$ cat src/design/point_segment_distance_macros.svh
// Assertion macros shared by the point_segment_distance design files.
// Included by the files that carry concurrent checks; no other dependencies.
`ifndef POINT_SEGMENT_DISTANCE_MACROS_SVH
`define POINT_SEGMENT_DISTANCE_MACROS_SVH

// Same-cycle implication under the synchronous reset.
`define PSD_ASSERT_NOW(lbl, ck, rn, ante, cons, msg) \
  lbl: assert property (@(posedge ck) disable iff (!rn) (ante) |-> (cons)) \
    else $error(msg);

// Next-cycle implication under the synchronous reset.
`define PSD_ASSERT_NEXT(lbl, ck, rn, ante, cons, msg) \
  lbl: assert property (@(posedge ck) disable iff (!rn) (ante) |=> (cons)) \
    else $error(msg);

`endif

$ cat src/design/psd_pkg.sv
// Shared constants and types for the point-to-segment distance pipeline.
// No dependencies; imported by every module of the block.
package psd_pkg;

  localparam int COORD_BITS_DEF = 16;
  localparam int APB_ADDR_W = 4;
  localparam int APB_DATA_W = 32;

  localparam logic [1:0] REG_BEGIN_X = 2'd0;
  localparam logic [1:0] REG_BEGIN_Y = 2'd1;
  localparam logic [1:0] REG_END_X   = 2'd2;
  localparam logic [1:0] REG_END_Y   = 2'd3;

  localparam logic [1:0] KIND_FOOT  = 2'd0;
  localparam logic [1:0] KIND_LEFT  = 2'd1;
  localparam logic [1:0] KIND_RIGHT = 2'd2;
  localparam logic [1:0] KIND_DEGEN = 2'd3;

  typedef struct packed {
    logic degen;
    logic dx_neg;
    logic dy_neg;
  } seg_flags_t;

endpackage

$ cat src/design/psd_cfg.sv
// Segment endpoint registers behind the APB port, plus values derived from them.
// Depends on psd_pkg.
module psd_cfg
  import psd_pkg::*;
#(
  parameter int COORD_BITS = COORD_BITS_DEF
) (
  input  logic                           clk,
  input  logic                           rst_n,
  input  logic                           psel,
  input  logic                           penable,
  input  logic                           pwrite,
  input  logic [APB_ADDR_W-1:0]          paddr,
  input  logic [APB_DATA_W-1:0]          pwdata,
  output logic [APB_DATA_W-1:0]          prdata,
  output logic signed [COORD_BITS-1:0]   bx,
  output logic signed [COORD_BITS-1:0]   by,
  output logic signed [COORD_BITS-1:0]   ex,
  output logic signed [COORD_BITS-1:0]   ey,
  output logic signed [COORD_BITS-1:0]   lx,
  output logic signed [COORD_BITS-1:0]   ly,
  output logic signed [COORD_BITS-1:0]   rx,
  output logic signed [COORD_BITS-1:0]   ry,
  output logic signed [COORD_BITS:0]     dx,
  output logic signed [COORD_BITS:0]     dy,
  output logic [COORD_BITS-1:0]          adx,
  output logic [COORD_BITS-1:0]          ady,
  output logic [2*COORD_BITS+1:0]        den,
  output seg_flags_t                     flags
);

  localparam int C = COORD_BITS;

  logic signed [C-1:0] bx_r, by_r, ex_r, ey_r;
  logic signed [C-1:0] lx_r, ly_r, rx_r, ry_r;
  logic signed [C:0]   dx_r, dy_r, dx_nxt, dy_nxt;
  logic [C-1:0]        adx_r, ady_r;
  logic [2*C+1:0]      dsqx_r, dsqy_r, den_r;
  seg_flags_t          flags_r;
  logic                wr;
  logic [1:0]          idx;
  logic signed [C-1:0] rd_sel;
  logic                left_is_end;

  assign wr  = psel & penable & pwrite;
  assign idx = paddr[APB_ADDR_W-1:2];

  always_ff @(posedge clk) begin
    if (!rst_n) begin
      bx_r <= '0;
      by_r <= '0;
      ex_r <= '0;
      ey_r <= '0;
    end else if (wr) begin
      unique case (idx)
        REG_BEGIN_X: bx_r <= pwdata[C-1:0];
        REG_BEGIN_Y: by_r <= pwdata[C-1:0];
        REG_END_X:   ex_r <= pwdata[C-1:0];
        REG_END_Y:   ey_r <= pwdata[C-1:0];
        default:     bx_r <= bx_r;
      endcase
    end
  end

  always_comb begin
    unique case (idx)
      REG_BEGIN_X: rd_sel = bx_r;
      REG_BEGIN_Y: rd_sel = by_r;
      REG_END_X:   rd_sel = ex_r;
      REG_END_Y:   rd_sel = ey_r;
      default:     rd_sel = bx_r;
    endcase
  end

  assign prdata = APB_DATA_W'(rd_sel);

  assign dx_nxt      = (C+1)'(ex_r) - (C+1)'(bx_r);
  assign dy_nxt      = (C+1)'(ey_r) - (C+1)'(by_r);
  assign left_is_end = bx_r > ex_r;

  always_ff @(posedge clk) begin
    if (!rst_n) begin
      dx_r    <= '0;
      dy_r    <= '0;
      adx_r   <= '0;
      ady_r   <= '0;
      dsqx_r  <= '0;
      dsqy_r  <= '0;
      den_r   <= '0;
      lx_r    <= '0;
      ly_r    <= '0;
      rx_r    <= '0;
      ry_r    <= '0;
      flags_r <= '{degen: 1'b1, dx_neg: 1'b0, dy_neg: 1'b0};
    end else begin
      dx_r    <= dx_nxt;
      dy_r    <= dy_nxt;
      adx_r   <= dx_nxt[C] ? C'(-dx_nxt) : C'(dx_nxt);
      ady_r   <= dy_nxt[C] ? C'(-dy_nxt) : C'(dy_nxt);
      dsqx_r  <= dx_r * dx_r;
      dsqy_r  <= dy_r * dy_r;
      den_r   <= dsqx_r + dsqy_r;
      lx_r    <= left_is_end ? ex_r : bx_r;
      ly_r    <= left_is_end ? ey_r : by_r;
      rx_r    <= left_is_end ? bx_r : ex_r;
      ry_r    <= left_is_end ? by_r : ey_r;
      flags_r <= '{degen:  (bx_r == ex_r) && (by_r == ey_r),
                   dx_neg: dx_nxt[C],
                   dy_neg: dy_nxt[C]};
    end
  end

  assign bx    = bx_r;
  assign by    = by_r;
  assign ex    = ex_r;
  assign ey    = ey_r;
  assign lx    = lx_r;
  assign ly    = ly_r;
  assign rx    = rx_r;
  assign ry    = ry_r;
  assign dx    = dx_r;
  assign dy    = dy_r;
  assign adx   = adx_r;
  assign ady   = ady_r;
  assign den   = den_r;
  assign flags = flags_r;

endmodule

$ cat config.mk
export PLATFORM = sky130hd
export DESIGN_NAME = psd_cfg
export DESIGN_NICKNAME = d
export VERILOG_FILES = /design/src/design/point_segment_distance_macros.svh /design/src/design/psd_pkg.sv /design/src/design/psd_cfg.sv
export SDC_FILE = /design/constraint.sdc
export NUM_CORES = 2
export LEC_CHECK = 0
export BUFFER_PORTS_ARGS = -buffer_cell sky130_fd_sc_hd__buf_2
export CAP_MARGIN = 10
export CORE_UTILIZATION = 50
export CTS_CLUSTER_SIZE = 24
export DETAILED_ROUTE_END_ITERATION = 6
export PLACE_DENSITY = 0.72
export SYNTH_ARGS = -nofsm -noshare
export SYNTH_HDL_FRONTEND = slang
export SYNTH_SLANG_ARGS = --single-unit
$ cat constraint.sdc
create_clock -name clk -period 8.2 [get_ports clk]
set_input_delay 1.64 -clock clk [delete_from_list [all_inputs] [get_ports clk]]
set_output_delay 1.64 -clock clk [all_outputs]
set_load 0.01 [all_outputs]
# Word level (Yosys, flattened, before mapping)
# Index checks and enable logic that the tools add are counted.
[word_totals]
regBits = 299
latch_bits = 0
ram_bits = 0
rom_bits = 0
output_inout_bits = 263
wordCells = 46
memories = 0
[op_classes]
addsub = 5
n_mul = 2
div = 0
n_lt_le_gt_ge = 1
eq_ne = 5
shifts = 0
mux = 7
n_bitwise = 2
n_reduce_logical = 6
[op_table]
columns = ["op", "count"]
rows = [
  ["$mux 16", 6],
  ["$mul 17x17->34", 2],
  ["$pmux 16 s4", 1],
  ["$add 34x34->34", 1],
  ["$sub 16x16->17", 2],
  ["$eq 16x16->1", 2],
  ["$neg 16->16", 2],
  ["$gt 16x16->1", 1],
  ["$reduce_and 2->1", 4],
  ["$eq 2x2->1 const B", 2],
  ["$and 1x1->1", 2],
  ["$eq 2x1->1 const B", 1],
  ["$logic_not 2->1", 1],
  ["$logic_and 1x1->1", 1],
]

# Logic depth before layout (Yosys ltp)
[depth]
word_depth = 3
ltp_mapped = 24
mapped_depth_nobuf = 23

# Worst setup path after synthesis
# OpenSTA, ideal clock, no wires.
[synth_timing]
path_type = "register -> register"
startpoint = "reg dy_r[5] (netlist: dy[5])"
endpoint = "reg dsqy_r[30]"
t_arrival_ns = 6.145
t_required_ns = 8.128
slack_ns = 1.983
stages_incl_launch_ff = 22
n_path_buf = 2
period_less_slack_ns = 6.217
cell_sequence = "dfxtp_1 > clkbuf_1 > clkbuf_1 > nand2_1 > fa_1 > inv_1 > fa_1 > inv_1 > fa_1 > inv_1 > fa_1 > fa_1 > fa_1 > ha_1 > a21oi_1 > o21ai_0 > a41o_1 > a311oi_2 > o221ai_1 > a2111o_1 > a21oi_1 > mux2i_1"
[synth_between]
elab_chain_cells = 1
[synth_rtl]
columns = ["item", "line_no", "text"]
rows = [
  ["start: declaration", "psd_cfg.sv:36", "logic signed [C:0] dx_r, dy_r, dx_nxt, dy_nxt;"],
  ["start signal: assignment", "psd_cfg.sv:97", "dy_r <= dy_nxt;"],
  ["$mul 17x17->34", "psd_cfg.sv:101", "dsqy_r <= dy_r * dy_r;"],
  ["end signal: assignment", "psd_cfg.sv:101", ""],
  ["end: declaration", "psd_cfg.sv:38", "logic [2*C+1:0] dsqx_r, dsqy_r, den_r;"],
]
# No other way between the ends.
# A chain may end at the register's enable or synchronous reset.

# Worst setup path in the final report
[layout_timing]
startpoint = "reg dy_r[4] (netlist: dy[4])"
endpoint = "reg dsqy_r[33]"
# The elaborated chain is that of the path after synthesis.

==> run metrics <==
status finished, final reports clean; leading cell type in the layout, fill and taps excluded inv_1; critical setup path kind reg -> reg; Layout area overhead 9.92%; I/O Buffers around 290; Netlist cell types 80; WP buf/inv 5; PwrDens 156 nW/um2; Overflow after GRT 0; Max Clk Rate between 0.1 and 0.15 GHz; total clock sinks 293; largest net degree at the start of global routing about 190; Worst setup SP type register; Syn Nets 4429; fillcell total just under 6000; ys async rst share 0%; DRC 0; worst vdd ir between 0.0001 and 0.00015 V; Main synth FF type dfxtp_1; global-route wire length before repair ~130000 um; Final min period about 7000 ps; initial antenna violation count 3; post-DR vias/cell 5.42; post-DR wirelength/cell approximately 18 um; top-area cell type share of the netlist area between 30% and 40%; ranking of synthesized cells by area fa_1 33%, dfxtp_1 18%, ha_1 9.2%; most frequent CP cell fa_1; Hold Crit Class reg -> reg; CTS tree built; CP max stage delay 920 ps; crit end category register; Synth area leader fa_1; most frequent cells in the layout 689 x inv_1, 540 x fa_1, 332 x nand2_1; core area ~65000 um2; final clock skew slightly above 30 ps; synthesized cell area around 33000 um2; CTS Buf Count 35; sequential-to-total area share from yosys stat ~18%; Final ANT Viol Nets 0; Final Setup Violations 0; Worst-Skew Late Latency ~550 ps; share of cells above drive strength 1 around 11%; Worst-Margin Slew 1120 ps; Final Hold Vio Count 0; fin util between 50% and 60%; number of setup buffers added after CTS 0; cts hold-fix bufs 0; Cell Chain, Critical Path nand2_1 -> fa_1 -> inv_1 -> fa_1 -> inv_1 -> fa_1 -> inv_1 -> fa_1 -> fa_1 -> inv_1 -> fa_1 -> inv_1 -> ha_1 -> a21oi_1 -> o21ai_0 -> nor3_1 -> a21o_1 -> a2bb2oi_1 -> o21ai_0 -> o21ai_0 -> mux2_2; Top delay family on crit path adder cells; fin. max-slew vios 0; via count 25397; Clock Tree Buf Depth 3; antenna cell count 0; Worst EP required about 8600 ps; GRT Overall Usage 25.3%; routability congestion estimate about 0.91; clk root buf clkbuf_16; DRC marker count from the first detailed-route iteration 1614; die area 66500 um2; Lkg Pwr ~18 nW; flop and latch count out of synthesis 293; Slew headroom ~25%; register area just under 6000 um2; TNS Setup 0 ps; Worst Path Arrival approximately 7400 ps; area occupied by multi-input gates 23600 um2; final worst path period share between 80 and 90%; clock-pin transition on the worst setup and hold timing paths approximately 60 ps; final non-filler cell area 36000 um2; synthesized instance count 3607; RSZ-0062 raised after global routing no; post-detailed-placement half-perimeter wirelength approximately 64000 um; placed cell areas approximately 35000 um2; yosys warns 0; worst-path fanout max 18; layout net count 4626; CTS-repair resized insts 0; syn avg cell area 9.07 um2; vias in the first global route between 20000 and 30000; overall die width around 260 um; Pre-antenna DRT Iters 5; site row count 93; H-tree depth 2; # IOs about 300; Post-synth EDFFs 0; Initial Util roughly half; Routed WL approximately 83000 um; Die Y between 200 and 300 um; Critical Path Slowest Stage Cell dfxtp_1; max cap viols 0
==> final timing paths <==
kind	slack, ps	endpoint	startpoint	depth (start not counted)
setup / recovery	1250	dsqy_r[33]	dy[4]	21
hold / removal	570	ex[11]	ex[11]	2
setup reg to reg	1250	dsqy_r[33]	dy[4]	21
hold reg to reg	570	ex[11]	ex[11]	2
==> per-layer routing <==
layer / GRT usage (%) / wire [um] / vias to the layer above / share of wire, %
met4: 9.37 / 3320 / 0 / 4.0
met1: 32.1 / 32900 / 12501 / 40
li1: - / - / 11807 / -
met5: 0 / 0 / - / 0
met2: 43.3 / 40100 / 908 / 48
met3: 4.06 / 6400 / 181 / 7.7
==> where the power goes <==
group | switching [mW] | leakage, nW | internal (mW)
sequential | 0.138 | 2.38 | 1.60
combinational | 1.35 | 15.4 | 0.915
clock | 0.649 | 0.579 | 0.950
total | 2.14 | 18.3 | 3.46
==> worst register-to-register path: stages (launching register included) <==
cell       delay [ps]
dfxtp_1           920
nand2_1           240
fa_1              590
inv_1              60
fa_1              530
inv_1              50
fa_1              390
inv_1              70
fa_1              440
fa_1              540
inv_1              50
fa_1              470
inv_1              40
ha_1              360
a21oi_1           160
o21ai_0           160
nor3_1            220
a21o_1            210
a2bb2oi_1         440
o21ai_0           250
o21ai_0           270
mux2_2            360
==> area by class of cell <==
cell class              count  area share (%)
clock inverters            15           0.529
multi-input cells        2468            65.6
inverters                 690            7.22
repair buffers            316            4.61
flip-flops and latches    293            16.3
well taps                 855            2.98
clock buffers              45            2.73
==> sequential cells by signal, indices dropped and copies added, names as in the netlist <==
name / count
adx: 16
dsqx_r: 33
lx: 16
flags: 1
ry: 16
ex: 16
dsqy_r: 33
dx: 16
dy: 16
rx: 16
by: 16
ady: 16
bx: 16
ly: 16
ey: 16
den: 34
==> logic make-up after synthesis <==
group / share of synthesized area [%]
flip-flops: 17.9
AND/OR/NAND/NOR: 14.6
XOR/XNOR: 3.29
AO/OA/AOI/OAI: 10.2
adder cells (fa/ha/maj): 42.3
multiplexers: 1.69
buffers and inverters: 10.0
==> cell usage after synthesis, types with 9 or more instances <==
cell type	count
a211oi_1	15
a21o_1	36
a21oi_1	223
a31oi_1	22
a41oi_1	10
and2_1	155
and3_1	28
buf_1	12
buf_4	21
clkbuf_1	108
dfxtp_1	293
fa_1	540
ha_1	241
inv_1	690
mux2i_1	16
mux4_2	16
nand2_1	332
nand2b_1	26
nand3_1	103
nand4_1	14
nor2_1	174
nor2b_1	44
nor3_1	53
nor3b_1	9
o211ai_1	11
o21a_1	18
o21ai_0	124
o21bai_1	9
or2_2	9
xnor2_1	76
xor2_1	47
==> metrics by stage <==
step / std cells / hold WS (ps) / total power, mW / setup WS [ps]
6_report: 4682 / 571 / 5.60 / 1250
5_1_grt: 4682 / 588 / 6.01 / 866
4_1_cts: 4682 / 569 / 5.64 / 1230
2_1_floorplan: 3607 / 516 / 3.40 / 1980
3_5_place_dp: 4622 / 560 / 4.03 / 1300
3_3_place_gp: 4622 / 539 / 4.00 / 1320
Note: power is estimated with default switching activity, not from simulation.
