<file path="config.mk">
export PLATFORM = sky130hd
export DESIGN_NAME = psd_sqrt
export DESIGN_NICKNAME = d
export VERILOG_FILES = /design/src/design/point_segment_distance_macros.svh /design/src/design/psd_pkg.sv /design/src/design/psd_sqrt.sv
export SDC_FILE = /design/constraint.sdc
export NUM_CORES = 1
export LEC_CHECK = 0
export BUFFER_PORTS_ARGS = -buffer_cell sky130_fd_sc_hd__buf_2
export CORE_UTILIZATION = 37
export DETAILED_ROUTE_END_ITERATION = 10
export PLACE_DENSITY = 0.59
export SLEW_MARGIN = 20
export SYNTH_ARGS = -nofsm -noshare
export SYNTH_HDL_FRONTEND = slang
export SYNTH_SLANG_ARGS = --single-unit
export TNS_END_PERCENT = 5
</file>
<file path="constraint.sdc">
create_clock -name clk -period 3.7 [get_ports clk]
set_clock_uncertainty 0.1 [all_clocks]
set_input_delay 0.555 -clock clk [delete_from_list [all_inputs] [get_ports clk]]
set_output_delay 0.555 -clock clk [all_outputs]
set_load 0.01 [all_outputs]
</file>
<file path="src/design/point_segment_distance_macros.svh">
// Assertion macros shared by the point_segment_distance design files.
// Included by the files that carry concurrent checks; no other dependencies.
`ifndef POINT_SEGMENT_DISTANCE_MACROS_SVH
`define POINT_SEGMENT_DISTANCE_MACROS_SVH

// Same-cycle implication under the synchronous reset.
`define PSD_ASSERT_NOW(lbl, ck, rn, ante, cons, msg) \
  lbl: assert property (@(posedge ck) disable iff (!rn) (ante) |-> (cons)) \
    else $error(msg);

// Next-cycle implication under the synchronous reset.
`define PSD_ASSERT_NEXT(lbl, ck, rn, ante, cons, msg) \
  lbl: assert property (@(posedge ck) disable iff (!rn) (ante) |=> (cons)) \
    else $error(msg);

`endif

</file>
<file path="src/design/psd_pkg.sv">
// Shared constants and types for the point-to-segment distance pipeline.
// No dependencies; imported by every module of the block.
package psd_pkg;

  localparam int COORD_BITS_DEF = 16;
  localparam int APB_ADDR_W = 4;
  localparam int APB_DATA_W = 32;

  localparam logic [1:0] REG_BEGIN_X = 2'd0;
  localparam logic [1:0] REG_BEGIN_Y = 2'd1;
  localparam logic [1:0] REG_END_X   = 2'd2;
  localparam logic [1:0] REG_END_Y   = 2'd3;

  localparam logic [1:0] KIND_FOOT  = 2'd0;
  localparam logic [1:0] KIND_LEFT  = 2'd1;
  localparam logic [1:0] KIND_RIGHT = 2'd2;
  localparam logic [1:0] KIND_DEGEN = 2'd3;

  typedef struct packed {
    logic degen;
    logic dx_neg;
    logic dy_neg;
  } seg_flags_t;

endpackage

</file>
<file path="src/design/psd_sqrt.sv">
// Pipelined integer square root, one result bit per stage.
// Depends on psd_pkg.
module psd_sqrt
  import psd_pkg::*;
#(
  parameter int COORD_BITS = COORD_BITS_DEF,
  parameter int SIDE_W     = 2*COORD_BITS_DEF+2
) (
  input  logic                     clk,
  input  logic                     rst_n,
  input  logic                     en,
  input  logic                     v_in,
  input  logic [2*COORD_BITS+1:0]  sq,
  input  logic [SIDE_W-1:0]        side_in,
  output logic                     v_out,
  output logic [COORD_BITS:0]      root,
  output logic [SIDE_W-1:0]        side_out
);

  localparam int R   = COORD_BITS+1;
  localparam int SQW = 2*COORD_BITS+2;

  logic [R-1:0]      v_r;
  logic [SQW-1:0]    rem_r [R];
  logic [SQW-1:0]    rem_in [R];
  logic [SQW-1:0]    rem_nxt [R];
  logic [SQW-1:0]    cand [R];
  logic [R-1:0]      rt_r [R];
  logic [R-1:0]      rt_in [R];
  logic [R-1:0]      rt_nxt [R];
  logic [SIDE_W-1:0] side_r [R];
  logic [SIDE_W-1:0] side_ls [R];

  always_comb begin
    rem_in[0]  = sq;
    rt_in[0]   = '0;
    side_ls[0] = side_in;
    for (int k = 1; k < R; k++) begin
      rem_in[k]  = rem_r[k-1];
      rt_in[k]   = rt_r[k-1];
      side_ls[k] = side_r[k-1];
    end
  end

  always_comb begin
    for (int k = 0; k < R; k++) begin
      cand[k] = (SQW'(rt_in[k]) << (R-k)) | (SQW'(1) << (2*(R-1-k)));
      if (rem_in[k] >= cand[k]) begin
        rem_nxt[k] = rem_in[k] - cand[k];
        rt_nxt[k]  = rt_in[k] | (R'(1) << (R-1-k));
      end else begin
        rem_nxt[k] = rem_in[k];
        rt_nxt[k]  = rt_in[k];
      end
    end
  end

  always_ff @(posedge clk) begin
    if (!rst_n) begin
      v_r <= '0;
    end else if (en) begin
      v_r <= {v_r[R-2:0], v_in};
    end
  end

  always_ff @(posedge clk) begin
    if (en) begin
      for (int k = 0; k < R; k++) begin
        rem_r[k]  <= rem_nxt[k];
        rt_r[k]   <= rt_nxt[k];
        side_r[k] <= side_ls[k];
      end
    end
  end

  assign v_out    = v_r[R-1];
  assign root     = rt_r[R-1];
  assign side_out = side_r[R-1];

endmodule

</file>
**After elaboration in Yosys (flattened, before gate mapping)**

Memory sizes are Yosys's and may differ from the RTL's.
Index checks and enable logic that the tools add are counted.

- Add/sub/neg operators: 17
- Multiply operators: 0
- Div/mod/pow operators: 0
- Order comparisons: 17
- Equality and inequality tests: 0
- Shift operators: 0
- Multiplexer cells: 36
- Bitwise logic cells: 0
- Reduce and logical (&&, ||, !) cells: 0

Operator list:

| operator | count |
|---|---|
| 34-bit 2-to-1 mux | 17 |
| 34-bit by 18-bit >= comparator with 1-bit output | 1 |
| 34-bit by 19-bit >= comparator with 1-bit output | 1 |
| 34-bit by 20-bit >= comparator with 1-bit output | 1 |
| 34-bit by 21-bit >= comparator with 1-bit output | 1 |
| 34-bit by 22-bit >= comparator with 1-bit output | 1 |
| 34-bit by 23-bit >= comparator with 1-bit output | 1 |
| 34-bit by 24-bit >= comparator with 1-bit output | 1 |
| 34-bit by 25-bit >= comparator with 1-bit output | 1 |
| 34-bit by 26-bit >= comparator with 1-bit output | 1 |
| 34-bit by 27-bit >= comparator with 1-bit output | 1 |
| 34-bit by 28-bit >= comparator with 1-bit output | 1 |
| 34-bit by 29-bit >= comparator with 1-bit output | 1 |
| 34-bit by 30-bit >= comparator with 1-bit output | 1 |
| 34-bit by 31-bit >= comparator with 1-bit output | 1 |
| 34-bit by 32-bit >= comparator with 1-bit output | 1 |
| 34-bit by 33-bit >= comparator with 1-bit output | 1 |
| 34-bit by 33-bit >= comparator with 1-bit output, second input constant | 1 |
| 34-bit by 18-bit subtractor with 34-bit output | 1 |
| 34-bit by 19-bit subtractor with 34-bit output | 1 |
| 34-bit by 20-bit subtractor with 34-bit output | 1 |
| 34-bit by 21-bit subtractor with 34-bit output | 1 |
| 34-bit by 22-bit subtractor with 34-bit output | 1 |
| 34-bit by 23-bit subtractor with 34-bit output | 1 |
| other kinds (28) | 30 |

- Bits in registers: 17
- Bits in latches: 0
- Memory bits (writable): 1445
- Bits in read-only memories: 0
- Input port bits: 72
- Output and inout port bits: 52
- Word-level logic and storage cells: 74
- Memories: 3

Memory list:

| name | depth | bits a word | read ports | clocked after Yosys merged registers in | wr ports | line | RTL |
|---|---|---|---|---|---|---|---|
| rem_r | 17 | 34 | 16 | 0 | 17 | psd_sqrt.sv:24 | `logic [SQW-1:0] rem_r [R];` |
| side_r | 17 | 34 | 17 | 0 | 17 | psd_sqrt.sv:31 | `logic [SIDE_W-1:0] side_r [R];` |
| rt_r | 17 | 17 | 17 | 0 | 17 | psd_sqrt.sv:28 | `logic [R-1:0] rt_r [R];` |

**Depth between registers and ports, before layout**

An unclocked memory read counts as a cell.

- Word-level depth: 3
- Gate-level depth with buffers: 12
- Depth with buffers taken out: 10

**Worst setup path before layout**

No wires, ideal clock.

- Path type: reg2reg
- Start point: memory rem_r[0][360] in the netlist's numbering
- End point: memory rem_r[0][403] in the netlist's numbering (data pin)
- Setup time: 0.258 ns
- Arrival time: 2.443 ns
- Data required time: 3.342 ns
- Slack: 0.900 ns
- Stages on the path, launching flop included: 8
- Path through: edfxtp_1 > ha_1 > nand4b_1 > or4_1 > o32a_1 > o21bai_2 > or4_4 > xnor2_2

RTL lines:

| element | line |
|---|---|
| start, declared | psd_sqrt.sv:24 |

==> out/results.txt <==
The run finished with clean final reports. The tools report the number of buffers created by CTS as 139. Summed over all cells, the static leakage comes to 21.4 nW. The H-tree generated during clock tree synthesis spans 4 levels. Setup total negative slack on the finished layout was measured at 0 ns. The beginning of the worst register-to-register path is rem_r[0][448]. The I/O pin count was 124; the area share of the largest cell type after synthesis was 0.755.

The tightest hold path in the finished design has a slack of 0.149 ns. Category of the worst setup path capture point: a flop. The run gives 135 as the number of rows in the core area. The number of maximum-capacitance violations is 0, and the worst IR drop on VDD is 0.000438 V.

The number of remaining DRC errors is 0, and the final layout net count is 3720. The number of antenna diodes in the final layout is 0. Yosys mapped the design onto 83 distinct sky130hd cell types. The share of the cycle needed by the critical path after routing was 0.901. For the count of yosys warnings during synthesis, the log shows 0.

The run gives 0 as the remaining antenna violation count after routing. Initial cell density of the core: 0.374. The required time at the worst-slack endpoint is 4.08 ns, and the max-slew violation count is 0. The share of layout cells above drive strength 1 was 0.121; the mean routed wirelength per cell was 14.4 um. The height of the die is 372 um, and the number of synthesized flops with an enable pin is 1275. CTS saw 1292 sinks.

The logs give 300 MHz for the fmax and 0 for the number of antenna violations at the first check in global routing. After detailed routing, the total wire length is 77100 um. After global routing the overflow that remains totals 0. Setup repair after global routing left no endpoint under its margin.

The tools report the clock latency reported for the late side of the worst-skew pair as 0.76 ns. The run gives 0 as the final count of negative-setup-slack endpoints. Counting along the longest clock path gives a buffer depth of 3. In this run the worst hold path is classified as in2reg. The floorplan step defined a die boundary enclosing 138000 sq um. The synthesized area per cell is 16.3 sq um. Buffers placed on the I/O ports in this run total 123.

The highest fanout seen on the critical path works out to 19. For this block, the via count after detailed routing is 25100. The final period demand of the worst path was 3.34 ns; the largest net degree at the start of global routing was 102. Power spread over the standard cell area amounts to 591 nW/um^2. After legalization and detailed placement, the total HPWL measured 51500 um. The tools report the first-pass GRT wire length as 125000 um.

The share of flip-flops with an asynchronous set or reset after synthesis is 0. The post-synthesis sequential element count works out to 1292. TritonCTS built the clock tree. The root buffer cell chosen for the clock tree is sky130_fd_sc_hd__clkbuf_16. After synthesis, the cell types taking the most area are sky130_fd_sc_hd__edfxtp_1, sky130_fd_sc_hd__ha_1, sky130_fd_sc_hd__xnor2_1. At the pin with the least slew margin, the transition time is 0.946 ns. The final core area utilization came out at 0.436. Most used flip-flop cell after synthesis: sky130_fd_sc_hd__edfxtp_1. Using the TritonRoute via totals, the vias-per-cell ratio works out to 4.67. For the worst-case headroom to the max-slew limit, the log shows 0.360. The worst hold path begins at en. The run gives 0.762 as the fraction of the yosys area taken by sequential cells. The via count of the first global-routing pass is 25400. The synthesized design spends more area on one cell type than any other, namely sky130_fd_sc_hd__edfxtp_1. The core region is 136000 sq um.

Type of origin of the critical path: a flop. Class of the most critical setup path: reg2reg. In this run, the number of DRC markers left after iteration 0 of detailed routing was 1337. Routability-driven placement finished with a final weighted congestion of 0.937.

The run gives 12000 as the filler cell count. From left edge to right edge, the die measures 372 um. The first detailed-routing pass ran for 5 iterations. Count of placed standard cells including taps: 5050.

The final hold violation count came out at 0. Synthesis handed over a netlist of 3117 instances. The most critical setup path has its startpoint at rem_r[0][448].

For the data arrival time of the critical path, the log shows 3.71 ns. The run gives 0.113 as the all-layer global routing usage. Clock-pin slew was measured on the worst setup and hold paths at 0.05 ns. The post-synthesis instance area is 50700 sq um. For the net count after synthesis, the log shows 3355. Leaving out filler cells and counting taps, the final layout contains 5369.

From synthesis to final layout, the design area changed by 16.7%.
[Yosys cell counts (all sizes together) (39+ instances only)]
cell type and n:
nand2b 39, xor2 102, o21ai 116, edfxtp 1275
ha 166, inv 201, a21oi 127, nand2 156
nor4 74, nor2 145, nor3 73, nor2b 41
xnor2 116
[metal layers]
metal  vias up  share of wire  track usage
met5         -              0            0
li1      12600              -            -
met3       224          0.040       0.0304
met2       427           0.51        0.196
met4         0          0.046       0.0623
met1     11900           0.41        0.124
[metrics by stage]
step,setup slack [ns],power [mW],instance area (sq um)
5_1_grt,0.141,36.6,59200
3_3_place_gp,0.435,22.1,54100
3_5_place_dp,0.386,22.2,54100
4_1_cts,0.345,35.5,59200
2_1_floorplan,0.900,21.0,50700
6_report,0.365,34.9,59200
[worst max-delay path, cell delays in order (launching register included)]
cell	delay, ns
sky130_fd_sc_hd__edfxtp_1	0.39
sky130_fd_sc_hd__ha_1	0.35
sky130_fd_sc_hd__nor2b_1	0.20
sky130_fd_sc_hd__o31a_1	0.19
sky130_fd_sc_hd__o31a_1	0.22
sky130_fd_sc_hd__o2111ai_1	0.18
sky130_fd_sc_hd__a21oi_1	0.35
sky130_fd_sc_hd__a31o_1	0.69
sky130_fd_sc_hd__buf_4	0.30
sky130_fd_sc_hd__xnor2_1	0.07
[power breakdown]
| part | internal (mW) | switching, mW | leakage (nW) |
|---|---|---|---|
| logic | 1.55 | 1.95 | 6.83 |
| registers | 17.7 | 0.717 | 12.5 |
| clock network | 7.41 | 5.59 | 2.12 |
[state kept, by name (all words and copies together), names as in the netlist]
name    flops
rt_r      153
side_r    578
rem_r     544
v_r        17
[cell type report]
type / instances / area (sq um) / area share
Clock inverter: 84 / 823 / 0.0139
Timing Repair Buffer: 261 / 2030 / 0.0344
Inverter: 201 / 754 / 0.0128
Sequential cell: 1292 / 38600 / 0.653
Tap cell: 1781 / 2230 / 0.0377
Clock buffer: 163 / 3570 / 0.0603
Multi-Input combinational cell: 1587 / 11100 / 0.188
[cells in the final DEF, fill, tap and decap left out, types with 41 or more instances in the layout]
cell | synthesis | routed
sky130_fd_sc_hd__a21oi_1 | 126 | 126
sky130_fd_sc_hd__buf_2 | 11 | 122
sky130_fd_sc_hd__buf_4 | 3 | 51
sky130_fd_sc_hd__clkbuf_16 | 0 | 139
sky130_fd_sc_hd__dlygate4sd3_1 | 0 | 72
sky130_fd_sc_hd__edfxtp_1 | 1275 | 1275
sky130_fd_sc_hd__ha_1 | 166 | 166
sky130_fd_sc_hd__inv_1 | 198 | 198
sky130_fd_sc_hd__nand2_1 | 156 | 156
sky130_fd_sc_hd__nor2_1 | 145 | 145
sky130_fd_sc_hd__nor2b_1 | 41 | 41
sky130_fd_sc_hd__nor3_1 | 64 | 64
sky130_fd_sc_hd__nor4_1 | 72 | 72
sky130_fd_sc_hd__o21ai_0 | 96 | 96
sky130_fd_sc_hd__xnor2_1 | 115 | 115
sky130_fd_sc_hd__xor2_1 | 102 | 102
[repair_timing]
action | 4_1_cts | 5_1_grt
resized for setup | 0 | 0
hold buffers | 72 | 0
hold endpoints to repair | 86 | 0
setup buffers | 0 | 0
[final timing paths]
check        cells after the start              to  slack, ns
max                              9   rem_r[0][480]       0.36
min                              1    side_r[0][2]       0.15
max reg2reg                      9   rem_r[0][480]       0.36
min reg2reg                      0  side_r[0][235]       0.31
[logic make-up (layout without fill, tap and decap cells)]
family          after synthesis  after routing  share of synthesized area
xor+xnor                    218            218                     0.0378
buf+inv                     238            709                     0.0183
simple gates                721            721                     0.0762
mux                          53             53                     0.0112
flops                      1292           1292                      0.762
fa+ha+maj                   166            166                     0.0410
compound gates              429            429                     0.0534
No activity file was read; power rests on OpenSTA's default activity.
